<file path="src/design/robc_pkg.sv">
`default_nettype none
// ---------------------------------------------------------------------------
// robc_pkg
// shared types and constants for the reorder buffer commit unit
// ---------------------------------------------------------------------------
package robc_pkg;

    // field widths of the command and result ports
    localparam int OP_W        = 2;
    localparam int REG_W       = 7;
    localparam int SLOT_W      = 4;
    localparam int OCC_W       = 5;

    // default buffer depth
    localparam int DEPTH_DEF   = 16;

    // register number that is never released
    localparam logic [REG_W-1:0] RESERVED_REG = 7'd99;

    // command codes
    typedef enum logic [OP_W-1:0] {
        OP_ALLOC = 2'd0,
        OP_MARK  = 2'd1,
        OP_TICK  = 2'd2
    } op_t;

endpackage : robc_pkg
`default_nettype wire

</file>
<file path="src/design/robc_ram.sv">
`default_nettype none
// ---------------------------------------------------------------------------
// robc_ram
// simple dual port ram, one write port, one registered read port
// ---------------------------------------------------------------------------
module robc_ram
    import robc_pkg::*;
#(
    parameter int WIDTH = 8,
    parameter int DEPTH = DEPTH_DEF,
    localparam int AW   = (DEPTH > 1) ? $clog2(DEPTH) : 1
)
(
    input  wire logic             clk,
    input  wire logic             we,
    input  wire logic [AW-1:0]    waddr,
    input  wire logic [WIDTH-1:0] wdata,
    input  wire logic [AW-1:0]    raddr,
    output logic      [WIDTH-1:0] rdata
);

    logic [WIDTH-1:0] mem_reg [DEPTH];
    logic [WIDTH-1:0] rdata_reg;

    always_ff @(posedge clk)
    begin
        if (we)
        begin
            mem_reg[waddr] <= wdata;
        end
        rdata_reg <= mem_reg[raddr];
    end

    assign rdata = rdata_reg;

endmodule : robc_ram
`default_nettype wire

</file>
<file path="src/design/reorder_buffer_commit_unit.sv">
`default_nettype none
// ---------------------------------------------------------------------------
// reorder_buffer_commit_unit
// circular reorder buffer: allocate at tail, mark executed, in-order commit
// ---------------------------------------------------------------------------
// a command is captured in the command register, and its result strobe (done)
//   is then registered in the result register behind it
// throughput: one command per clock, busy is always low; the head entry is
//   prefetched from the entry ram every cycle so a tick never waits on it
// reset: rst_n clears pointers, count and executed bits at once; no clearing
//   pass, the entry ram is only read at a held head entry
// the receiver cannot stall: every result is shown for exactly one cycle
module reorder_buffer_commit_unit
    import robc_pkg::*;
#(
    parameter int DEPTH = DEPTH_DEF
)
(
    input  wire logic              clk,
    input  wire logic              rst_n,
    // command side
    input  wire logic              start,
    output logic                   busy,
    input  wire logic [OP_W-1:0]   operation,
    input  wire logic [REG_W-1:0]  old_reg,
    input  wire logic              old_reg_valid,
    input  wire logic [SLOT_W-1:0] slot_index,
    input  wire logic              head_reg_locked,
    // result side
    output logic                   done,
    output logic [SLOT_W-1:0]      alloc_slot,
    output logic                   overflow,
    output logic                   committed,
    output logic                   free_valid,
    output logic [REG_W-1:0]       free_reg,
    output logic                   full_res,
    output logic                   empty_res,
    output logic [OCC_W-1:0]       occupancy
);

    localparam int PW  = (DEPTH > 1) ? $clog2(DEPTH) : 1;   // pointer width
    localparam int CW  = $clog2(DEPTH + 1);                 // count width
    localparam int EW  = REG_W + 1;                         // ram entry width

    // -----------------------------------------------------------------------
    // command register: every transfer is captured, no back pressure
    // -----------------------------------------------------------------------
    logic              cmd_valid_reg;
    logic [OP_W-1:0]   op_reg;
    logic [REG_W-1:0]  old_reg_reg;
    logic              old_reg_valid_reg;
    logic [SLOT_W-1:0] slot_reg;
    logic              locked_reg;

    logic              cmd_take;

    assign busy     = 1'b0;
    assign cmd_take = start && !busy;

    always_ff @(posedge clk or negedge rst_n)
    begin
        if (!rst_n)
        begin
            cmd_valid_reg <= 1'b0;
        end
        else
        begin
            cmd_valid_reg <= cmd_take;
        end
    end

    always_ff @(posedge clk)
    begin
        if (cmd_take)
        begin
            op_reg            <= operation;
            old_reg_reg       <= old_reg;
            old_reg_valid_reg <= old_reg_valid;
            slot_reg          <= slot_index;
            locked_reg        <= head_reg_locked;
        end
    end

    // -----------------------------------------------------------------------
    // buffer state
    // -----------------------------------------------------------------------
    logic [PW-1:0]    head_reg, head_next;
    logic [PW-1:0]    tail_reg, tail_next;
    logic [CW-1:0]    count_reg, count_next;
    logic [DEPTH-1:0] exec_reg, exec_next;

    // head entry prefetch with write bypass
    logic             byp_hit_reg, byp_hit_next;
    logic [EW-1:0]    byp_data_reg;
    logic [EW-1:0]    ram_rdata;
    logic [EW-1:0]    head_entry;

    // entry ram write port
    logic             ram_we;
    logic [EW-1:0]    ram_wdata;

    // result next values
    logic              alloc_ok;
    logic [SLOT_W-1:0] alloc_slot_next;
    logic              overflow_next;
    logic              committed_next;
    logic              free_valid_next;
    logic [REG_W-1:0]  free_reg_next;

    logic [31:0]       slot_ext;
    logic [PW-1:0]     slot_idx;
    logic              slot_in_range;
    logic [31:0]       tail_ext;
    logic [31:0]       count_ext;
    logic              buf_full;
    logic              buf_empty;
    logic [REG_W-1:0]  head_old_reg;
    logic              head_old_valid;

    assign head_entry     = byp_hit_reg ? byp_data_reg : ram_rdata;
    assign head_old_reg   = head_entry[REG_W-1:0];
    assign head_old_valid = head_entry[REG_W];

    assign slot_ext       = 32'(slot_reg);
    assign slot_idx       = slot_ext[PW-1:0];
    assign slot_in_range  = slot_ext < 32'(DEPTH);
    assign tail_ext       = 32'(tail_reg);
    assign buf_full       = count_reg == CW'(DEPTH);
    assign buf_empty      = count_reg == '0;

    assign ram_wdata      = {old_reg_valid_reg, old_reg_reg};

    always_comb
    begin
        head_next       = head_reg;
        tail_next       = tail_reg;
        count_next      = count_reg;
        exec_next       = exec_reg;
        alloc_ok        = 1'b0;
        alloc_slot_next = '0;
        overflow_next   = 1'b0;
        committed_next  = 1'b0;
        free_valid_next = 1'b0;
        free_reg_next   = '0;

        if (cmd_valid_reg)
        begin
            unique case (op_reg)
                OP_ALLOC:
                begin
                    if (buf_full)
                    begin
                        overflow_next = 1'b1;
                    end
                    else
                    begin
                        alloc_ok            = 1'b1;
                        exec_next[tail_reg] = 1'b0;
                        alloc_slot_next     = tail_ext[SLOT_W-1:0];
                        tail_next           = (tail_reg == PW'(DEPTH - 1)) ? '0
                                                                          : tail_reg + PW'(1);
                        count_next          = count_reg + CW'(1);
                    end
                end
                OP_MARK:
                begin
                    if (slot_in_range)
                    begin
                        exec_next[slot_idx] = 1'b1;
                    end
                end
                OP_TICK:
                begin
                    // a held head entry that has executed retires
                    if (!buf_empty && exec_reg[head_reg])
                    begin
                        committed_next = 1'b1;
                        if (head_old_valid && head_old_reg != RESERVED_REG && !locked_reg)
                        begin
                            free_valid_next = 1'b1;
                            free_reg_next   = head_old_reg;
                        end
                        head_next  = (head_reg == PW'(DEPTH - 1)) ? '0 : head_reg + PW'(1);
                        count_next = count_reg - CW'(1);
                    end
                end
                default:
                begin
                    // unused code: status only
                end
            endcase
        end
    end

    assign ram_we       = alloc_ok;
    // the ram reads the next head; a write to that slot this cycle is bypassed
    assign byp_hit_next = ram_we && (tail_reg == head_next);

    assign count_ext    = 32'(count_next);

    always_ff @(posedge clk or negedge rst_n)
    begin
        if (!rst_n)
        begin
            head_reg    <= '0;
            tail_reg    <= '0;
            count_reg   <= '0;
            exec_reg    <= '0;
            byp_hit_reg <= 1'b0;
        end
        else
        begin
            head_reg    <= head_next;
            tail_reg    <= tail_next;
            count_reg   <= count_next;
            exec_reg    <= exec_next;
            byp_hit_reg <= byp_hit_next;
        end
    end

    always_ff @(posedge clk)
    begin
        byp_data_reg <= ram_wdata;
    end

    // old register and its valid flag, one entry per slot
    robc_ram #(
        .WIDTH (EW),
        .DEPTH (DEPTH)
    ) u_entry_ram (
        .clk   (clk),
        .we    (ram_we),
        .waddr (tail_reg),
        .wdata (ram_wdata),
        .raddr (head_next),
        .rdata (ram_rdata)
    );

    // -----------------------------------------------------------------------
    // result register: one strobe per command
    // -----------------------------------------------------------------------
    logic              done_reg;
    logic [SLOT_W-1:0] alloc_slot_reg;
    logic              overflow_reg;
    logic              committed_reg;
    logic              free_valid_reg;
    logic [REG_W-1:0]  free_reg_reg;
    logic              full_reg;
    logic              empty_reg;
    logic [OCC_W-1:0]  occupancy_reg;

    always_ff @(posedge clk or negedge rst_n)
    begin
        if (!rst_n)
        begin
            done_reg <= 1'b0;
        end
        else
        begin
            done_reg <= cmd_valid_reg;
        end
    end

    always_ff @(posedge clk)
    begin
        if (cmd_valid_reg)
        begin
            alloc_slot_reg <= alloc_slot_next;
            overflow_reg   <= overflow_next;
            committed_reg  <= committed_next;
            free_valid_reg <= free_valid_next;
            free_reg_reg   <= free_reg_next;
            full_reg       <= count_next == CW'(DEPTH);
            empty_reg      <= count_next == '0;
            occupancy_reg  <= count_ext[OCC_W-1:0];
        end
    end

    assign done       = done_reg;
    assign alloc_slot = alloc_slot_reg;
    assign overflow   = overflow_reg;
    assign committed  = committed_reg;
    assign free_valid = free_valid_reg;
    assign free_reg   = free_reg_reg;
    assign full_res   = full_reg;
    assign empty_res  = empty_reg;
    assign occupancy  = occupancy_reg;

endmodule : reorder_buffer_commit_unit
`default_nettype wire

</file>
<file path="config.mk">
export PLATFORM = sky130hd
export DESIGN_NAME = reorder_buffer_commit_unit
export DESIGN_NICKNAME = d
export VERILOG_FILES = /design/src/design/robc_pkg.sv /design/src/design/robc_ram.sv /design/src/design/reorder_buffer_commit_unit.sv
export SDC_FILE = /design/constraint.sdc
export NUM_CORES = 1
export LEC_CHECK = 0
export BUFFER_PORTS_ARGS = -buffer_cell sky130_fd_sc_hd__buf_2
export CORE_ASPECT_RATIO = 0.7
export CORE_UTILIZATION = 45
export CTS_CLUSTER_SIZE = 10
export DETAILED_ROUTE_END_ITERATION = 16
export GPL_TIMING_DRIVEN = 0
export PLACE_DENSITY = 0.67
export SLEW_MARGIN = 20
export SYNTH_ARGS = -nofsm -noshare
export SYNTH_HDL_FRONTEND = slang
export SYNTH_SLANG_ARGS = --single-unit
</file>
<file path="constraint.sdc">
create_clock -name clk -period 3.88 [get_ports clk]
set_input_delay 0.194 -clock clk [delete_from_list [all_inputs] [get_ports clk]]
set_output_delay 0.194 -clock clk [all_outputs]
set_load 0.01 [all_outputs]
</file>
Word level (Yosys, flattened, before mapping) --
Memories as Yosys holds them, arrays and structs flattened. A register that Yosys moved wholly into a read port is not among the register bits. Cells that the tools add are included.
Storage, ports and cells: flip-flop bits (word level) 76, bits in writable memories 128, input bits 18, output and inout port bits 23, word-level logic and storage cells 91, memories 1
Memories:
- u_entry_ram.mem_reg | depth 16, width 8, read ports 1, clocked after memory_dff 1, write ports 1, RTL line robc_ram.sv:22 | logic [WIDTH-1:0] mem_reg [DEPTH];
Cells by class: add/subtract/negate cells 4, order comparisons 6, equal/unequal tests 10, multiplexer cells 27, bitwise logic cells 5, reductions and logical operators 17
Operator list (count):
- $mux W16 | 2
- $pmux W16 S2 | 1
- $lt A4 B5 Y1 const B | 4
- $mux W4 | 5
- $and A16 B16 Y16 | 1
- $not A16 Y16 | 1
- $or A16 B16 Y16 | 1
- $mux W5 | 3
- $mux W1 | 11
- $eq A5 B5 Y1 const B | 2
- $logic_not A5 Y1 | 2
- $pmux W5 S2 | 1
- $add A4 B1 Y4 const B | 2
- $demux W1 S4 | 2
- $eq A4 B4 Y1 const B | 2
- $ge A4 B1 Y1 const B | 2
- $mux W8 | 1
- $ne A7 B7 Y1 const B | 1
- $logic_and A1 B1 Y1 | 6
- $reduce_and A3 Y1 | 2
- $add A5 B1 Y5 const B | 1
- $sub A5 B1 Y5 const B | 1
- $bmux W1 S4 | 1
- $eq A4 B4 Y1 | 1
- 10 further kinds | 13

Depth between registers and ports, before layout --
word-level depth 8, depth in mapped cells 13, gate-level depth less buffers 10

Cells and area by module --
From an unflattened synthesis, not the netlist that was laid out.
Unflattened totals: cells, all modules 517, area, all modules 8590.7 sq um
By module, submodules not included:
- robc_ram | instances 1, cells an instance 229, area an instance 5147.4 sq um, seq. area each 4003.8 sq um
- reorder_buffer_commit_unit | instances 1, cells an instance 288, area an instance 3443.3 sq um, seq. area each 2042.0 sq um

Worst setup path before layout --
OpenSTA, ideal clock, no wires.
kind register to register, start point register cmd_valid_reg, end point memory u_entry_ram.mem_reg[0][0] (enable), library setup time 385 ps, data arrival time 2502 ps, data required time 3495 ps, path slack 993 ps, stages on the path, launching flop included 6, path buffers 1, period minus slack after synthesis 2887 ps, cells stage by stage dfrtp_1 > inv_1 > nor4_1 > clkbuf_1 > nand2_1 > nor3_1
Between the ends: word-level cells in the longest chain between the ends 3
Ends and longest elaborated chain:
- start, declared | RTL line reorder_buffer_commit_unit.sv:48 | logic cmd_valid_reg;
- start signal, assigned | RTL line reorder_buffer_commit_unit.sv:68 | cmd_valid_reg <= cmd_take;
- $mux W1 | RTL line reorder_buffer_commit_unit.sv:146 | if (cmd_valid_reg)
- $mux W1 | RTL line robc_ram.sv:27 | if (we)
- $mux W1 (implied by the code) | RTL line robc_ram.sv:29 | mem_reg[waddr] <= wdata;
- end, declared | RTL line robc_ram.sv:22
Every way passes these cells.

Final worst setup path --
start point register cmd_valid_reg, end point register u_entry_ram.rdata_reg[1] (netlist: u_entry_ram.rdata[1]), read port of u_entry_ram.mem_reg
Between the ends: word-level cells in the longest chain between the ends 1
Ends and longest elaborated chain:
- $mux W4 | RTL line reorder_buffer_commit_unit.sv:146
- end, declared | RTL line robc_ram.sv:23 | logic [WIDTH-1:0] rdata_reg;
Every way passes these cells. A chain may end at the register's enable or synchronous reset.

==> impl_metrics.json <==
{
  "syn_area_per_cell_sq_um": 13.10,
  "synth_cell_types": 62,
  "hold_violations": 0,
  "io_pins": 41,
  "grt-ovfl-total": 0,
  "drc_errors": 0,
  "grt_start_max_net_pins": 33,
  "tns_ns": 0,
  "num_antenna_cells": 0,
  "crit_buf_inv": 3,
  "synth_largest_area_cell": "edfxtp_1",
  "synth-main-ff-cell": "edfxtp_1",
  "yosys_warnings": 0,
  "cts_max_level": 1,
  "path_class": "reg -> reg",
  "wl_per_cell_um": 22.00,
  "synthesis.area_sq_um": 9091,
  "antenna_found_initial": 0,
  "cap_viol_max_count": 0,
  "cts_tree": "built",
  "power_density_nw_per_um2": 590.6,
  "crit_required_ns": 4.35,
  "crit_slowest_cell": "dfrtp_4",
  "slew_headroom_pct": 30.84,
  "drive_above_1_share_pct": 15.35,
  "cts_setup_buffers": 0,
  "finalClockSkew_ns": 0.01500,
  "post-route-period-util_pct": 94.53,
  "drt_iter0_markers": 664,
  "path_cells": "nor2b_1, and3_1, clkbuf_1, buf_2, clkbuf_1, nand4_1, nand3_1, o32ai_1, nor4_1, a31o_1",
  "fin_crit_ns": 3.668,
  "synth_seq_cells": 212,
  "grt_pass1_wl_um": 35710,
  "clkTransAtPathRegs_ns": 0.06,
  "final-setup-viol-count": 0,
  "largest_reg_flops": 128,
  "clkLatencyLatePin_ns": 0.53,
  "cts_inserted_buffers": 25,
  "dp_hpwl_um": 15730,
  "die_y_um": 120.9,
  "vdd_drop_max_mv": 0.3587,
  "crit_family": "simple AND/OR/NAND/NOR gates",
  "slew_violations": 0,
  "fin_util_pct": 53.30,
  "synth_top_area_share_pct": 54.17,
  "rows": 43,
  "io_buffer_count": 39,
  "synthTopCellsByArea": "edfxtp_1 54%, dfrtp_1 8.8%, nand2_1 3.6%",
  "synthToLayoutAreaGrowth_pct": 16.07,
  "cts.path.max_buffers": 3,
  "fillers": 1707,
  "core-area_sq_um": 19800,
  "die_w_um": 171.9,
  "fp.dieArea_sq_um": 20780,
  "p_total_mw": 6.232,
  "drt-pass1-iter-count": 6,
  "slowest_delay_ns": 0.62,
  "cts_root_buffer": "clkbuf_16",
  "start_util_pct": 45.92,
  "worst_path_most_repeated_cell": "clkbuf_1",
  "vias": 6240,
  "timing.hold.ws_ns": 0.001167,
  "routabilityCongestion": 0.8763,
  "clock_sinks": 212,
  "synth-edff-count": 164,
  "final_nets": 801,
  "fmax_ghz": 0.2726,
  "synth_commonest_cells": "164 x edfxtp_1, 87 x nand2_1, 33 x nor2_1",
  "synth_cells": 694,
  "synth_most_common_cell": "edfxtp_1",
  "track_usage_pct": 23.24,
  "grt_setup_unrepaired": "no",
  "hp-class": "in -> reg",
  "crit_arrival_ns": 4.14,
  "viasPerCell": 5.859,
  "tightest_slew_ns": 1.033,
  "wl_um": 23430,
  "synth_seq_area_share_pct": 66.50,
  "ant_nets": 0,
  "synth.net_count": 719,
  "async_reset_ff_share_pct": 15.09,
  "path_max_fanout": 25,
  "startpoint_type": "register",
  "grt_pass1_vias": 6126,
  "p_leak_nw": 3.758,
  "end_kind": "register",
  "status": "completed"
}
==> metal layers <==
metal	vias to the layer above	GRT usage (%)	wire length, um
met1	3131	35.71	10770
met2	252	34.48	10480
li1	2821	-	-
met4	0	4.646	399
met3	36	4.175	1783
met5	-	0	0
==> through the flow <==
step / setup WS (ns) / cells / cell area, sq um
after floorplan: 0.9931 / 694 / 9091
after global placement: -0.1812 / 1003 / 9624
after detailed placement: -0.1071 / 1003 / 9644
after CTS: 0.1742 / 1065 / 10530
after global routing: 0.08680 / 1065 / 10550
final: 0.2120 / 1065 / 10550
==> where the power goes <==
group | total [mW] | internal (mW) | switching (mW)
Clock | 2.11 | 1.22 | 0.891
Sequential | 2.84 | 2.68 | 0.166
Combinational | 1.28 | 0.466 | 0.815
Total | 6.23 | 4.36 | 1.87
==> placed cells by master, fill, tap and decap left out, drive strengths merged, types with 17 or more instances in the layout <==
master,synthesis,routed
o21ai,24,24
dfrtp,32,32
nor2,33,33
nand3,20,20
a31oi,21,21
nand2,87,87
clkbuf,23,67
inv,15,17
edfxtp,164,164
and3,31,31
buf,22,61
a211oi,33,33
a21boi,24,24
nand4,18,18
==> kinds of logic after synthesis <==
kind of cell | count (synthesis) | synth area share (%)
xor+xnor | 7 | 0.6744
flops | 212 | 66.50
mux | 14 | 2.243
fa+ha+maj | 7 | 0.9633
compound gates | 146 | 12.29
buf+inv | 61 | 3.441
simple gates | 246 | 13.85
other cells | 1 | 0.04125
==> worst paths after layout <==
kind,startpoint,endpoint,slack [ns],cells past startpoint
worst max-delay path,cmd_valid_reg,u_entry_ram.rdata[1],0.21,10
worst min-delay path,start,cmd_valid_reg,0.001,1
worst max register to register,cmd_valid_reg,u_entry_ram.rdata[1],0.21,10
worst min register to register,exec_reg[11],exec_reg[11],0.51,2
max in group asynchronous,rst_n,cmd_valid_reg,3.01,2
min in group asynchronous,rst_n,exec_reg[12],0.30,2
==> repair_timing <==
item / 4_1_cts / 5_1_grt
hold buffers: 16 / 0
gates cloned: 0 / 0
gates resized for setup: 1 / 4
endpoints found under the hold margin: 47 / 0
setup endpoints to repair: 5 / 5
pin swaps: 0 / 0
==> cell type report <==
| cell class | count | area (sq um) | share of cell area, % |
|---|---|---|---|
| Inverter | 16 | 60.06 | 0.5691 |
| Clock inverter | 2 | 28.78 | 0.2727 |
| Multi-Input combinational cell | 421 | 2771 | 26.26 |
| Buffer | 45 | 252.7 | 2.395 |
| Clock buffer | 44 | 696.9 | 6.604 |
| Tap cell | 270 | 337.8 | 3.201 |
| Timing Repair Buffer | 55 | 355.3 | 3.367 |
| Sequential cell | 212 | 6050 | 57.33 |
Note: power is estimated with default switching activity, not from simulation.
